### src/hdl/mlqs_pkg.sv
`timescale 1ns / 1ps
package mlqs_pkg;

	localparam int ENTRIES_DEF = 16;
	localparam logic [7:0] PRIO_MAX = 8'd149;
	localparam logic [7:0] L1_LOW = 8'd100;
	localparam logic [7:0] L2_LOW = 8'd50;
	localparam logic [15:0] PERIOD_RST = 16'd1500;
	localparam logic [7:0] STEP_RST = 8'd10;
	localparam logic [15:0] WAIT_MAX = 16'hFFFF;

	typedef enum logic [1:0] {
		OP_ENQ = 2'd0,
		OP_DEQ = 2'd1,
		OP_TICK = 2'd2,
		OP_NOP = 2'd3
	} op_t;

	typedef enum logic [0:0] {
		REG_PERIOD = 1'b0,
		REG_STEP = 1'b1
	} reg_idx_t;

	typedef enum logic [2:0] {
		ST_IDLE,
		ST_SCAN,
		ST_AGE,
		ST_PLACE,
		ST_DONE
	} state_t;

	// contents of one slot
	typedef struct packed {
		logic valid;
		logic [7:0] id;
		logic [7:0] prio;
		logic [15:0] burst;
		logic [15:0] wait_cnt;
		logic [1:0] level;
		logic [15:0] arrival;
		logic aged;
	} slot_t;

	// candidate carried along the chain during a scan
	typedef struct packed {
		logic found;
		logic [1:0] level;
		logic [7:0] id;
		logic [7:0] prio;
		logic [15:0] burst;
		logic [15:0] age;
	} cand_t;

	// command broadcast to every cell
	typedef struct packed {
		logic tick;
		logic clr_aged;
		logic [15:0] period;
		logic [7:0] step;
		logic [15:0] arrival;
	} cell_cmd_t;

	function automatic logic [1:0] level_of(input logic [7:0] p);
		if (p >= L1_LOW) return 2'd1;
		if (p >= L2_LOW) return 2'd2;
		return 2'd3;
	endfunction

	function automatic logic [7:0] sat_add(input logic [7:0] p, input logic [7:0] s);
		logic [8:0] n;
		n = {1'b0, p} + {1'b0, s};
		return (n > {1'b0, PRIO_MAX}) ? PRIO_MAX : n[7:0];
	endfunction

	// a served before b, same level
	function automatic logic better(input cand_t a, input cand_t b);
		if (a.level == 2'd1) begin
			if (a.burst != b.burst) return a.burst < b.burst;
			if (a.id != b.id) return a.id < b.id;
		end else if (a.level == 2'd2) begin
			if (a.prio != b.prio) return a.prio > b.prio;
			if (a.id != b.id) return a.id < b.id;
		end
		return a.age > b.age;
	endfunction

endpackage

### src/hdl/multilevel_queue_scheduler_aging_top.sv
`timescale 1ns / 1ps
// channel | direction | handshake          | payload
// input   | in        | in_valid/in_ready  | op thread_id priority_req burst_time current_id
// result  | out       | out_valid/out_ready| got_thread out_thread_id out_level
//         |           |                    | yield_request table_full aged_count
// config  | in        | cfg_we             | cfg_index cfg_data
// One item at a time. Enqueue: one scan of all slots (one slot scanned a cycle),
// then placement. Dequeue: one scan per level searched, up to three levels.
// Tick: an ageing step, then one scan per reinsertion plus two empty scans.
// No-op: result on the next cycle. Reset clears valid bits, arrival counter and
// configuration registers; no clearing pass. A held result stalls intake until taken.
module multilevel_queue_scheduler_aging_top
	import mlqs_pkg::*;
#(
	parameter int ENTRIES = ENTRIES_DEF
) (
	input logic clk,
	input logic arst_n,
	input logic in_valid,
	output logic in_ready,
	input logic [1:0] op,
	input logic [7:0] thread_id,
	input logic [7:0] priority_req,
	input logic [15:0] burst_time,
	input logic [7:0] current_id,
	output logic out_valid,
	input logic out_ready,
	output logic got_thread,
	output logic [7:0] out_thread_id,
	output logic [1:0] out_level,
	output logic yield_request,
	output logic table_full,
	output logic [6:0] aged_count,
	input logic cfg_we,
	input logic [0:0] cfg_index,
	input logic [15:0] cfg_data
);

	localparam int IW = $clog2(ENTRIES);

	state_t state_q, state_d;
	logic [15:0] period_q;
	logic [7:0] step_q;
	logic [15:0] arr_q;
	op_t op_q;
	logic [7:0] id_q, prio_q, cur_q;
	logic [15:0] burst_q;
	logic [IW:0] cnt_q;
	logic [1:0] lvl_q;
	logic free_found_q, dup_q;
	logic [IW-1:0] free_idx_q;
	logic yld_q, full_q, got_q;
	logic [7:0] oid_q;
	logic [1:0] olv_q;
	logic [6:0] aged_n_q;
	logic out_valid_q;

	slot_t slots [ENTRIES];
	logic [ENTRIES-1:0] wr_en;
	slot_t wr_data;
	cell_cmd_t cmd;
	slot_t cur_slot;
	logic [IW-1:0] sidx;
	logic scan_start;
	cand_t best;
	logic [IW-1:0] best_idx;
	slot_t bslot;
	logic [7:0] np;
	logic [1:0] nl;
	logic id_hit;
	logic [6:0] aged_cnt_now;
	logic [ENTRIES-1:0] will_age;
	logic [ENTRIES-1:0] cur_l1;
	logic [ENTRIES-1:0] dup_l1;
	logic dup_q_tick;

	// slot array
	for (genvar g = 0; g < ENTRIES; g++) begin : g_cell
		mlqs_cell u_cell (
			.clk(clk), .arst_n(arst_n), .cmd(cmd),
			.wr_en(wr_en[g]), .wr_data(wr_data), .slot(slots[g])
		);
	end

	assign sidx = cnt_q[IW-1:0];
	assign cur_slot = slots[sidx];
	assign bslot = slots[best_idx];
	assign np = sat_add(bslot.prio, step_q);
	assign nl = level_of(np);

	mlqs_scan #(.IW(IW)) u_scan (
		.clk(clk), .arst_n(arst_n), .start(scan_start), .lvl(lvl_q),
		.aged_only(op_q == OP_TICK), .arrival(arr_q), .slot(cur_slot),
		.idx(sidx), .best(best), .best_idx(best_idx)
	);

	// duplicate check id for the current scan position
	assign id_hit = cur_slot.valid && cur_slot.level == 2'd1 && cur_slot.id == id_q;

	// aged count at the tick: slots that cross the period this cycle
	for (genvar g = 0; g < ENTRIES; g++) begin : g_age
		logic [15:0] wi;
		assign wi = (slots[g].wait_cnt == WAIT_MAX) ? WAIT_MAX : slots[g].wait_cnt + 16'd1;
		assign will_age[g] = slots[g].valid && wi >= period_q &&
			(slots[g].level != 2'd3 || slots[g].id > 8'd1);
	end
	assign aged_cnt_now = 7'($countones(will_age));

	// level-one presence of the running thread for the yield check
	for (genvar g = 0; g < ENTRIES; g++) begin : g_cur
		assign cur_l1[g] = slots[g].valid && slots[g].level == 2'd1 &&
			slots[g].id == cur_q;
	end

	// duplicate check of the aged thread's id against level one
	for (genvar g = 0; g < ENTRIES; g++) begin : g_dup
		assign dup_l1[g] = (IW'(g) != best_idx) && slots[g].valid &&
			slots[g].level == 2'd1 && slots[g].id == bslot.id;
	end
	assign dup_q_tick = |dup_l1;

	assign in_ready = (state_q == ST_IDLE);
	assign out_valid = out_valid_q;
	assign got_thread = got_q;
	assign out_thread_id = oid_q;
	assign out_level = olv_q;
	assign yield_request = yld_q;
	assign table_full = full_q;
	assign aged_count = aged_n_q;

	always_ff @(posedge clk or negedge arst_n) begin
		if (!arst_n) state_q <= ST_IDLE;
		else state_q <= state_d;
	end

	// next state and slot writes
	always_comb begin
		state_d = state_q;
		wr_en = '0;
		wr_data = bslot;
		cmd.tick = 1'b0;
		cmd.clr_aged = 1'b0;
		cmd.period = period_q;
		cmd.step = step_q;
		cmd.arrival = arr_q;
		scan_start = 1'b0;
		unique case (state_q)
			ST_IDLE: begin
				scan_start = 1'b1;
				if (in_valid) begin
					priority case (op_t'(op))
						OP_TICK: state_d = ST_AGE;
						OP_NOP: state_d = ST_DONE;
						default: state_d = ST_SCAN;
					endcase
				end
			end
			ST_AGE: begin
				cmd.tick = 1'b1;
				state_d = ST_SCAN;
			end
			ST_SCAN: begin
				if (cnt_q == ENTRIES[IW:0]) begin
					state_d = ST_PLACE;
				end
			end
			ST_PLACE: begin
				scan_start = 1'b1;
				state_d = ST_SCAN;
				if (op_q == OP_ENQ) begin
					wr_data.valid = 1'b1;
					wr_data.id = id_q;
					wr_data.prio = prio_q;
					wr_data.burst = burst_q;
					wr_data.wait_cnt = '0;
					wr_data.level = level_of(prio_q);
					wr_data.arrival = arr_q;
					wr_data.aged = 1'b0;
					if (!dup_q && free_found_q) wr_en[free_idx_q] = 1'b1;
					state_d = ST_DONE;
				end else if (op_q == OP_DEQ) begin
					wr_data.valid = 1'b0;
					if (best.found) begin
						wr_en[best_idx] = 1'b1;
						state_d = ST_DONE;
					end else if (lvl_q == 2'd3) begin
						state_d = ST_DONE;
					end
				end else begin
					wr_data.aged = 1'b0;
					wr_data.prio = np;
					wr_data.wait_cnt = '0;
					wr_data.level = nl;
					wr_data.arrival = arr_q;
					if (best.found) begin
						wr_en[best_idx] = 1'b1;
						if (nl == 2'd1 && dup_q_tick) wr_data.valid = 1'b0;
					end else if (lvl_q == 2'd3) begin
						cmd.clr_aged = 1'b1;
						state_d = ST_DONE;
					end
				end
			end
			ST_DONE: begin
				if (!out_valid_q || out_ready) state_d = ST_IDLE;
			end
			default: state_d = ST_IDLE;
		endcase
	end

	// datapath registers
	always_ff @(posedge clk or negedge arst_n) begin
		if (!arst_n) begin
			period_q <= PERIOD_RST;
			step_q <= STEP_RST;
			arr_q <= '0;
			out_valid_q <= 1'b0;
			cnt_q <= '0;
			op_q <= OP_NOP;
		end else begin
			if (cfg_we) begin
				unique case (reg_idx_t'(cfg_index))
					REG_PERIOD: period_q <= cfg_data;
					REG_STEP: step_q <= cfg_data[7:0];
				endcase
			end
			if (out_valid_q && out_ready) out_valid_q <= 1'b0;
			unique case (state_q)
				ST_IDLE: begin
					cnt_q <= '0;
					if (in_valid) begin
						op_q <= op_t'(op);
						id_q <= thread_id;
						prio_q <= (priority_req > PRIO_MAX) ? PRIO_MAX : priority_req;
						burst_q <= burst_time;
						cur_q <= current_id;
						lvl_q <= (op_t'(op) == OP_TICK) ? 2'd2 : 2'd1;
						free_found_q <= 1'b0;
						dup_q <= 1'b0;
						yld_q <= 1'b0;
						full_q <= 1'b0;
						got_q <= 1'b0;
						oid_q <= '0;
						olv_q <= '0;
						aged_n_q <= '0;
						// no-op: all-zero result straight away
						if (op_t'(op) == OP_NOP) out_valid_q <= 1'b1;
					end
				end
				ST_AGE: begin
					aged_n_q <= aged_cnt_now;
				end
				ST_SCAN: begin
					if (cnt_q != ENTRIES[IW:0]) begin
						cnt_q <= cnt_q + 1'b1;
						if (op_q == OP_ENQ) begin
							if (!cur_slot.valid && !free_found_q) begin
								free_found_q <= 1'b1;
								free_idx_q <= sidx;
							end
							if (level_of(prio_q) == 2'd1 && id_hit) dup_q <= 1'b1;
						end
					end
				end
				ST_PLACE: begin
					cnt_q <= '0;
					dup_q <= 1'b0;
					if (op_q == OP_ENQ) begin
						out_valid_q <= 1'b1;
						if (!dup_q) begin
							if (!free_found_q) begin
								full_q <= 1'b1;
							end else begin
								arr_q <= arr_q + 16'd1;
								if (level_of(prio_q) == 2'd1 && cur_q > 8'd1 &&
										cur_q != id_q && !(|cur_l1))
									yld_q <= 1'b1;
							end
						end
					end else if (op_q == OP_DEQ) begin
						if (best.found) begin
							got_q <= 1'b1;
							oid_q <= best.id;
							olv_q <= lvl_q;
							out_valid_q <= 1'b1;
						end else if (lvl_q == 2'd3) begin
							out_valid_q <= 1'b1;
						end else begin
							lvl_q <= lvl_q + 2'd1;
						end
					end else begin
						if (best.found) begin
							if (!(nl == 2'd1 && dup_q_tick)) begin
								arr_q <= arr_q + 16'd1;
								if (nl == 2'd1 && cur_q > 8'd1 && !(|cur_l1) &&
										bslot.id != cur_q)
									yld_q <= 1'b1;
							end
						end else if (lvl_q == 2'd3) begin
							out_valid_q <= 1'b1;
						end else begin
							lvl_q <= lvl_q + 2'd1;
						end
					end
				end
				default: ;
			endcase
		end
	end

	assert property (@(posedge clk) disable iff (!arst_n)
		out_valid && !out_ready |=> out_valid && $stable(out_thread_id))
		else $error("result dropped while stalled");
	assert property (@(posedge clk) disable iff (!arst_n)
		in_valid && in_ready |=> !in_ready)
		else $error("second item taken while busy");
	assert property (@(posedge clk) disable iff (!arst_n)
		out_valid |-> (got_thread == (out_level != 2'd0)))
		else $error("level and got flag disagree");

endmodule

### src/hdl/mlqs_cell.sv
`timescale 1ns / 1ps
module mlqs_cell
	import mlqs_pkg::*;
(
	input logic clk,
	input logic arst_n,
	input cell_cmd_t cmd,
	input logic wr_en,
	input slot_t wr_data,
	output slot_t slot
);

	slot_t slot_q;
	logic [15:0] w_inc;
	logic age_now;

	assign slot = slot_q;
	assign w_inc = (slot_q.wait_cnt == WAIT_MAX) ? WAIT_MAX : slot_q.wait_cnt + 16'd1;
	assign age_now = (w_inc >= cmd.period) && (slot_q.level != 2'd3 || slot_q.id > 8'd1);

	// slot register: tick ages in place, clear command drops the aged flag, write port replaces
	always_ff @(posedge clk or negedge arst_n) begin
		if (!arst_n) begin
			slot_q.valid <= 1'b0;
			slot_q.aged <= 1'b0;
		end else if (wr_en) begin
			slot_q <= wr_data;
		end else if (cmd.tick && slot_q.valid) begin
			if (age_now) begin
				slot_q.wait_cnt <= '0;
				if (slot_q.level == 2'd1) slot_q.prio <= sat_add(slot_q.prio, cmd.step);
				else slot_q.aged <= 1'b1;
			end else begin
				slot_q.wait_cnt <= w_inc;
			end
		end else if (cmd.clr_aged) begin
			slot_q.aged <= 1'b0;
		end
	end

endmodule

### src/hdl/mlqs_scan.sv
`timescale 1ns / 1ps
module mlqs_scan
	import mlqs_pkg::*;
#(
	parameter int IW = 4
) (
	input logic clk,
	input logic arst_n,
	input logic start,
	input logic [1:0] lvl,
	input logic aged_only,
	input logic [15:0] arrival,
	input slot_t slot,
	input logic [IW-1:0] idx,
	output cand_t best,
	output logic [IW-1:0] best_idx
);

	cand_t best_q;
	logic [IW-1:0] best_idx_q;
	cand_t c;
	logic hit;
	logic [15:0] age;

	assign age = arrival - slot.arrival;
	assign c = {1'b1, slot.level, slot.id, slot.prio, slot.burst, age};
	assign hit = slot.valid && slot.level == lvl && (!aged_only || slot.aged);

	// running best over one slot a cycle
	always_ff @(posedge clk or negedge arst_n) begin
		if (!arst_n) begin
			best_q.found <= 1'b0;
		end else if (start) begin
			best_q.found <= 1'b0;
		end else if (hit && (!best_q.found || better(c, best_q))) begin
			best_q <= c;
			best_idx_q <= idx;
		end
	end

	assign best = best_q;
	assign best_idx = best_idx_q;

endmodule
### config.mk
export PLATFORM = sky130hd
export DESIGN_NAME = multilevel_queue_scheduler_aging_top
export DESIGN_NICKNAME = d
export VERILOG_FILES = /design/src/hdl/mlqs_pkg.sv /design/src/hdl/multilevel_queue_scheduler_aging_top.sv /design/src/hdl/mlqs_cell.sv /design/src/hdl/mlqs_scan.sv
export SDC_FILE = /design/constraint.sdc
export NUM_CORES = 2
export LEC_CHECK = 0
export BUFFER_PORTS_ARGS = -buffer_cell sky130_fd_sc_hd__buf_2
export CORE_UTILIZATION = 50
export DETAILED_ROUTE_END_ITERATION = 7
export PLACE_DENSITY = 0.75
export SYNTH_ARGS = -nofsm -noshare
export SYNTH_HDL_FRONTEND = slang
export SYNTH_SLANG_ARGS = --single-unit
### constraint.sdc
create_clock -name clk -period 10 [get_ports clk]
set_input_delay 3 -clock clk [delete_from_list [all_inputs] [get_ports clk]]
set_output_delay 3 -clock clk [all_outputs]
set_load 0.1 [all_outputs]
# After elaboration in Yosys (flattened, before gate mapping)

Cells that the tools add are included.

Register bits after elaboration: 1262
Output and inout bits: 22

Magnitude comparators: 65
Equal/unequal tests: 176
$add $sub $neg: 52
Bitwise operators: 4
Mux-type cells: 382
Reductions and logical operators: 345

Operator list:

| cell                  | number |
|---|---|
| $mux 16               | 75 |
| $mux 8                | 88 |
| $bmux 68 s4           | 2 |
| $mux 68               | 5 |
| $add 16x1->16 const B | 17 |
| $eq 8x8->1            | 33 |
| $eq 16x16->1 const B  | 16 |
| $ge 16x16->1          | 16 |
| $logic_and 1x1->1     | 162 |
| $mux 1                | 156 |
| $add 8x8->9           | 17 |
| $gt 9x8->1 const B    | 17 |
| $gt 8x1->1 const B    | 17 |
| $reduce_bool 2->1     | 54 |
| $reduce_and 2->1      | 36 |
| $mux 35               | 2 |
| $ne 2x2->1 const B    | 34 |
| $ne 3x3->1 const B    | 22 |
| $reduce_and 4->1      | 16 |
| $reduce_and 3->1      | 20 |
| $mux 2                | 28 |
| $mux 51               | 1 |
| $ne 3x2->1 const B    | 17 |
| $reduce_bool 3->1     | 17 |
| other kinds (56)      | 156 |

# Logic depth before layout (Yosys ltp)

Word-level depth: 26
Gate-level depth with buffers: 33
Depth with buffers taken out: 31

# Modules after synthesis

A second synthesis with hierarchy kept.

Cell total of the unflattened synthesis: 9042
Area, all modules: 102264.3 µm²

By module, submodules not included:

| module                               | cells each | area an instance (µm²) | seq. area each (µm²) | times used |
|---|---|---|---|---|
| mlqs_cell at g_cell[12].u_cell ...   | 287        | 3628.5                 | 2031.9               | 13 |
| multilevel_queue_scheduler_aging_top | 4107       | 40692.8                | 3271.9               | 1 |
| mlqs_cell at g_cell[0].u_cell ...    | 288        | 3577.2                 | 2031.9               | 3 |
| mlqs_scan                            | 340        | 3669.8                 | 1646.6               | 1 |

# Worst setup path after synthesis

No wires, ideal clock.

Path kind: reg2reg
From: reg cnt_q[1]
To: reg u_scan.best_q (netlist bit u_scan.best[0]) (enable)
Data arrival time: 8.975 ns
Stages on the path, launching flop included: 30
Buffers on the path: 6
Slack: 0.546 ns
Setup time: 0.479 ns
Cells stage by stage: dfrtp_1 > buf_1 > clkbuf_1 > buf_1 > clkbuf_1 > clkbuf_1 > clkbuf_1 > mux4_2 > mux4_2 > inv_1 > ha_1 > nor2b_1 > o21ai_0 > a21boi_0 > o21ai_0 > a21boi_0 > o21ai_0 > a21boi_0 > o21ai_0 > a21oi_1 > a211o_1 > a21oi_1 > xnor2_1 > ha_1 > nand4_1 > nor2_1 > o21ai_0 > a32oi_1 > mux2i_1 > a21oi_1

RTL lines:

| item                                       | RTL line                                    | source |
|---|---|---|
| start, declared                            | multilevel_queue_scheduler_aging_top.sv:48  | `logic [IW:0] cnt_q;` |
| start signal, assigned                     | multilevel_queue_scheduler_aging_top.sv:255 | `cnt_q <= cnt_q + 1'b1;` |
| $not 4->5 (not written as such)            | multilevel_queue_scheduler_aging_top.sv:86  | `assign cur_slot = slots[sidx];` |
| $bmux 68 s4                                | multilevel_queue_scheduler_aging_top.sv:86  |  |
| $mux 68 (not written as such) (2 in a row) | multilevel_queue_scheduler_aging_top.sv:86  |  |
| $sub 16x16->16                             | mlqs_scan.sv:25                             | `assign age = arrival - slot.arrival;` |
| named net u_scan.age[15]                   | mlqs_scan.sv:23                             | `logic [15:0] age;` |
| $gt 16x16->1                               | mlqs_pkg.sv:84                              | `return a.age > b.age;` |
| $mux 1                                     | mlqs_pkg.sv:84                              |  |
| $mux 1                                     | mlqs_scan.sv:33                             | `end else if (start) begin` |
| $logic_or 1x1->1                           | mlqs_scan.sv:35                             | `end else if (hit && (!best_q.found \|\| better(c, best_q))) begin` |
| $logic_and 1x1->1                          | mlqs_scan.sv:35                             |  |
| $reduce_and 3->1 (no source line)          | -                                           |  |
| end, declared                              | mlqs_scan.sv:19                             | `cand_t best_q;` |

The timed path passes the listed nets, and every way through them passes these cells. The select of a mux whose other input is x is not followed.
A chain may end at the register's enable or synchronous reset.

# Worst setup path after layout

From: reg g_cell[5].u_cell.slot_q (netlist bit g_cell[5].u_cell.slot[21])
To: reg aged_n_q[4], in the netlist aged_count[4] (data pin)

Longest elaborated chain between the ends: 10

RTL lines:

| item                                          | RTL line                                    | source |
|---|---|---|
| start, declared                               | mlqs_cell.sv:13                             | `slot_t slot_q;` |
| start signal, assigned                        | mlqs_cell.sv:27                             | `slot_q <= wr_data;` |
| $add 16x1->16 or $eq 16x16->1 (tied branches) | multilevel_queue_scheduler_aging_top.sv:103 | `assign wi = (slots[g].wait_cnt == WAIT_MAX) ? WAIT_MAX : slots[g].wait_cnt + 16'd1;` |
| $mux 16 *                                     | multilevel_queue_scheduler_aging_top.sv:103 |  |
| $ge 16x16->1 *                                | multilevel_queue_scheduler_aging_top.sv:104 | `assign will_age[g] = slots[g].valid && wi >= period_q &&` |
| $logic_and 1x1->1 * (2 in a row)              | multilevel_queue_scheduler_aging_top.sv:104 |  |
| $add 1x1->2 (not written as such) *           | multilevel_queue_scheduler_aging_top.sv:107 | `assign aged_cnt_now = 7'($countones(will_age));` |
| $add 2x2->3 (not written as such) *           | multilevel_queue_scheduler_aging_top.sv:107 |  |
| $add 3x3->4 (not written as such) *           | multilevel_queue_scheduler_aging_top.sv:107 |  |
| $add 4x4->5 (not written as such) *           | multilevel_queue_scheduler_aging_top.sv:107 |  |
| $pmux 7 s2 *                                  | multilevel_queue_scheduler_aging_top.sv:228 | `unique case (state_q)` |
| end signal, assigned                          | multilevel_queue_scheduler_aging_top.sv:251 | `aged_n_q <= aged_cnt_now;` |
| end, declared                                 | multilevel_queue_scheduler_aging_top.sv:55  | `logic [6:0] aged_n_q;` |

Every way passes the cells marked *; elsewhere a longest branch is shown, timed or not.

==> impl_metrics.tcl <==
set metrics [dict create \
    synth_edf_count 1174 \
    synth.avg_cell_area_um2 12.36 \
    htreeDepth 4 \
    syn-cell-area_mm2 0.08329 \
    synth_top_area_share_pct 42.32 \
    ctsResizeCount 0 \
    dieArea_mm2 0.1682 \
    boundaryPins 86 \
    powerDensity_mw_per_mm2 173.9 \
    critical_path.max_stage_delay_ns 0.66 \
    skew_ns 0.03523 \
    fin_crit_ns 8.316 \
    antenna_found_initial 14 \
    tightest_slew_ns 1.436 \
    grt_pass1_wl_mm 417.2 \
    area_growth_pct 8.845 \
    globalplace.congestion 1.050 \
    ant_nets 0 \
    hold_buffers 0 \
    fillers 13350 \
    core_area_mm2 0.1652 \
    vias_per_cell 7.005 \
    row_count 149 \
    cp.arrival_ns 8.88 \
    cp-start-kind "register" \
    cts_tree "yes" \
    ys_ff_latch 1258 \
    clockRootBuffer "clkbuf_16" \
    yosys-top-cells-area "edfxtp_1, mux4_2, ha_1" \
    setup_violations 0 \
    clk_latency_ns 0.82 \
    synth_common_cells "edfxtp_1, nand2_1, mux4_2" \
    critical_path_required_ns 10.56 \
    cts.clk_slew.worst_paths_ns 0.06 \
    cts.sinks 1258 \
    crit_start "g_cell[5].u_cell.slot[21]$_DFFE_PP_" \
    die_h_um 410.2 \
    num_vias 63040 \
    cts_buffers 137 \
    yosys.area.top_type "edfxtp_1" \
    synth_warnings 0 \
    synth_cells 6739 \
    hp-class "register to register" \
    rr_startpoint "g_cell[5].u_cell.slot[21]$_DFFE_PP_" \
    port_buffers 83 \
    wl_per_cell_um 31.79 \
    synth.distinct_cells 91 \
    hpwl_mm 188.4 \
    rsz0062_at_grt "no" \
    detail_route.first_pass.iterations 8 \
    grt_max_degree 117 \
    fin_crit_sh_pct 83.16 \
    power_leakage_nw 32.90 \
    initial_utilization_pct 50.43 \
    worstSetupEndpointType "register" \
    placed_area_mm2 0.08617 \
    ir_worst_vdd_uv 237.3 \
    nNetsFinal 7267 \
    post_cts_buffers 0 \
    drive_above_1_share_pct 17.93 \
    hp-start "period_q[6]$_DFFE_PN1P_" \
    fmax_mhz 120.2 \
    drt-initial-drc-count 8876 \
    async_reset_ff_share_pct 6.677 \
    drc_errors 12 \
    synthFlopType "edfxtp_1" \
    drt_wl_total_mm 286.1 \
    final_max_slew_viol_count 0 \
    finalHoldViolCount 0 \
    violations "DRC" \
    seq_area_frac_synth_pct 44.86 \
    fin_setup_tns_ns 0 \
    grt_pass1_vias 62070 \
    grtUsageTotal_pct 33.72 \
    slew_headroom_pct 3.554 \
    die_w_um 410.2 \
    slowest_stage "o21ai_0" \
    status "finished, violations left" \
    path_common_cell "a21o_1" \
    critical_path.max_fanout 13 \
    worstSetupPathType "register to register" \
    finalInstanceArea_mm2 0.09066 \
    grt.overflow.total 0 \
    max_cap_viol_count 0 \
    synth_most_common_cell "edfxtp_1" \
    clk_path_buf_depth 3 \
]
==> sequential cells by signal, summed over array words and instances, names as in the netlist <==
| name | count |
|---|---|
| id_q | 8 |
| step_q | 8 |
| burst_q | 16 |
| cnt_q | 5 |
| op_q | 2 |
| out_valid | 1 |
| free_idx_q | 4 |
| state_q | 3 |
| arr_q | 16 |
| free_found_q | 1 |
| u_scan.best_idx | 4 |
| lvl_q | 2 |
| out_thread_id | 8 |
| got_thread | 1 |
| out_level | 2 |
| yield_request | 1 |
| table_full | 1 |
| g_cell.u_cell.slot | 1088 |
| prio_q | 8 |
| cur_q | 8 |
| dup_q | 1 |
| aged_count | 5 |
| u_scan.best | 49 |
| period_q | 16 |
==> layout by cell type (no fill, tap or decap), drive strengths merged, types with 224 or more instances in the layout <==
| master | count |
|---|---|
| buf | 233 |
| a21oi | 285 |
| o22ai | 250 |
| nor2 | 270 |
| xnor2 | 316 |
| edfxtp | 1174 |
| mux4 | 585 |
| ha | 480 |
| xor2 | 260 |
| nand2 | 648 |
| o21ai | 224 |
==> final timing paths <==
path | end | slack [ns] | cells past startpoint
setup / recovery | aged_count[4]$_SDFFCE_PP0P_ | 1.68 | 28
min in group asynchronous | step_q[7]$_DFFE_PN0P_ | 2.27 | 1
max in group asynchronous | cnt_q[0]$_DFFE_PN0P_ | 6.28 | 2
hold / removal | period_q[6]$_DFFE_PN1P_ | 0.50 | 2
setup reg to reg | aged_count[4]$_SDFFCE_PP0P_ | 1.68 | 28
hold reg to reg | period_q[6]$_DFFE_PN1P_ | 0.50 | 2
==> kinds of logic (layout without fill, tap and decap cells) <==
group	Yosys count	after routing	share of synthesized area, %
simple gates	1747	1747	10.37
compound gates	1293	1293	9.967
flops	1258	1258	44.86
mux	734	734	17.81
buf+inv	622	685	3.045
xor+xnor	576	576	6.057
fa+ha+maj	508	508	7.883
other cells	1	9	0.004502
==> area by class of cell <==
cell class / count / area [um2] / area share [%]
diodes: 7 / 17.52 / 0.01932
clock buffers: 167 / 3623 / 3.997
clock inverters: 80 / 852.1 / 0.9398
inverters: 205 / 769.5 / 0.8488
multi-input cells: 4860 / 43630 / 48.13
flip-flops and latches: 1258 / 37380 / 41.24
well taps: 2189 / 2739 / 3.021
repair buffers: 233 / 1644 / 1.813
==> layer usage <==
layer	share of wire (%)	track usage [%]
met1	35	42.28
met2	44	51.08
met3	13	8.571
met4	8.3	23.80
met5	0.028	0
==> critical path, delay by kind of cell, from the launching register on <==
kind | cells | cell delay [ns]
adder cells (fa/ha/maj) | 7 | 2.92
flip-flops | 1 | 0.43
AO/OA/AOI/OAI | 10 | 2.11
AND/OR/NAND/NOR | 11 | 2.61
==> through the flow <==
stage	hold slack (ns)	instances	power [mW]	util, %	setup WS (ns)
final	0.5045	8999	15.77	54.89	1.684
after global placement	0.4920	8745	10.43	52.17	1.911
after floorplan	0.4706	6740	9.311	-	0.5456
after CTS	0.5060	8992	15.70	54.88	1.813
after detailed placement	0.4935	8745	10.55	52.17	1.899
after global routing	0.5398	8992	16.25	54.88	1.345
==> power breakdown <==
part	switching, mW	leakage, nW	internal, mW
registers	0.188	11.7	5.94
logic	2.52	19.0	1.93
clock network	2.26	2.18	2.94
total	4.97	32.9	10.8
Note: power is estimated with default switching activity, not from simulation.
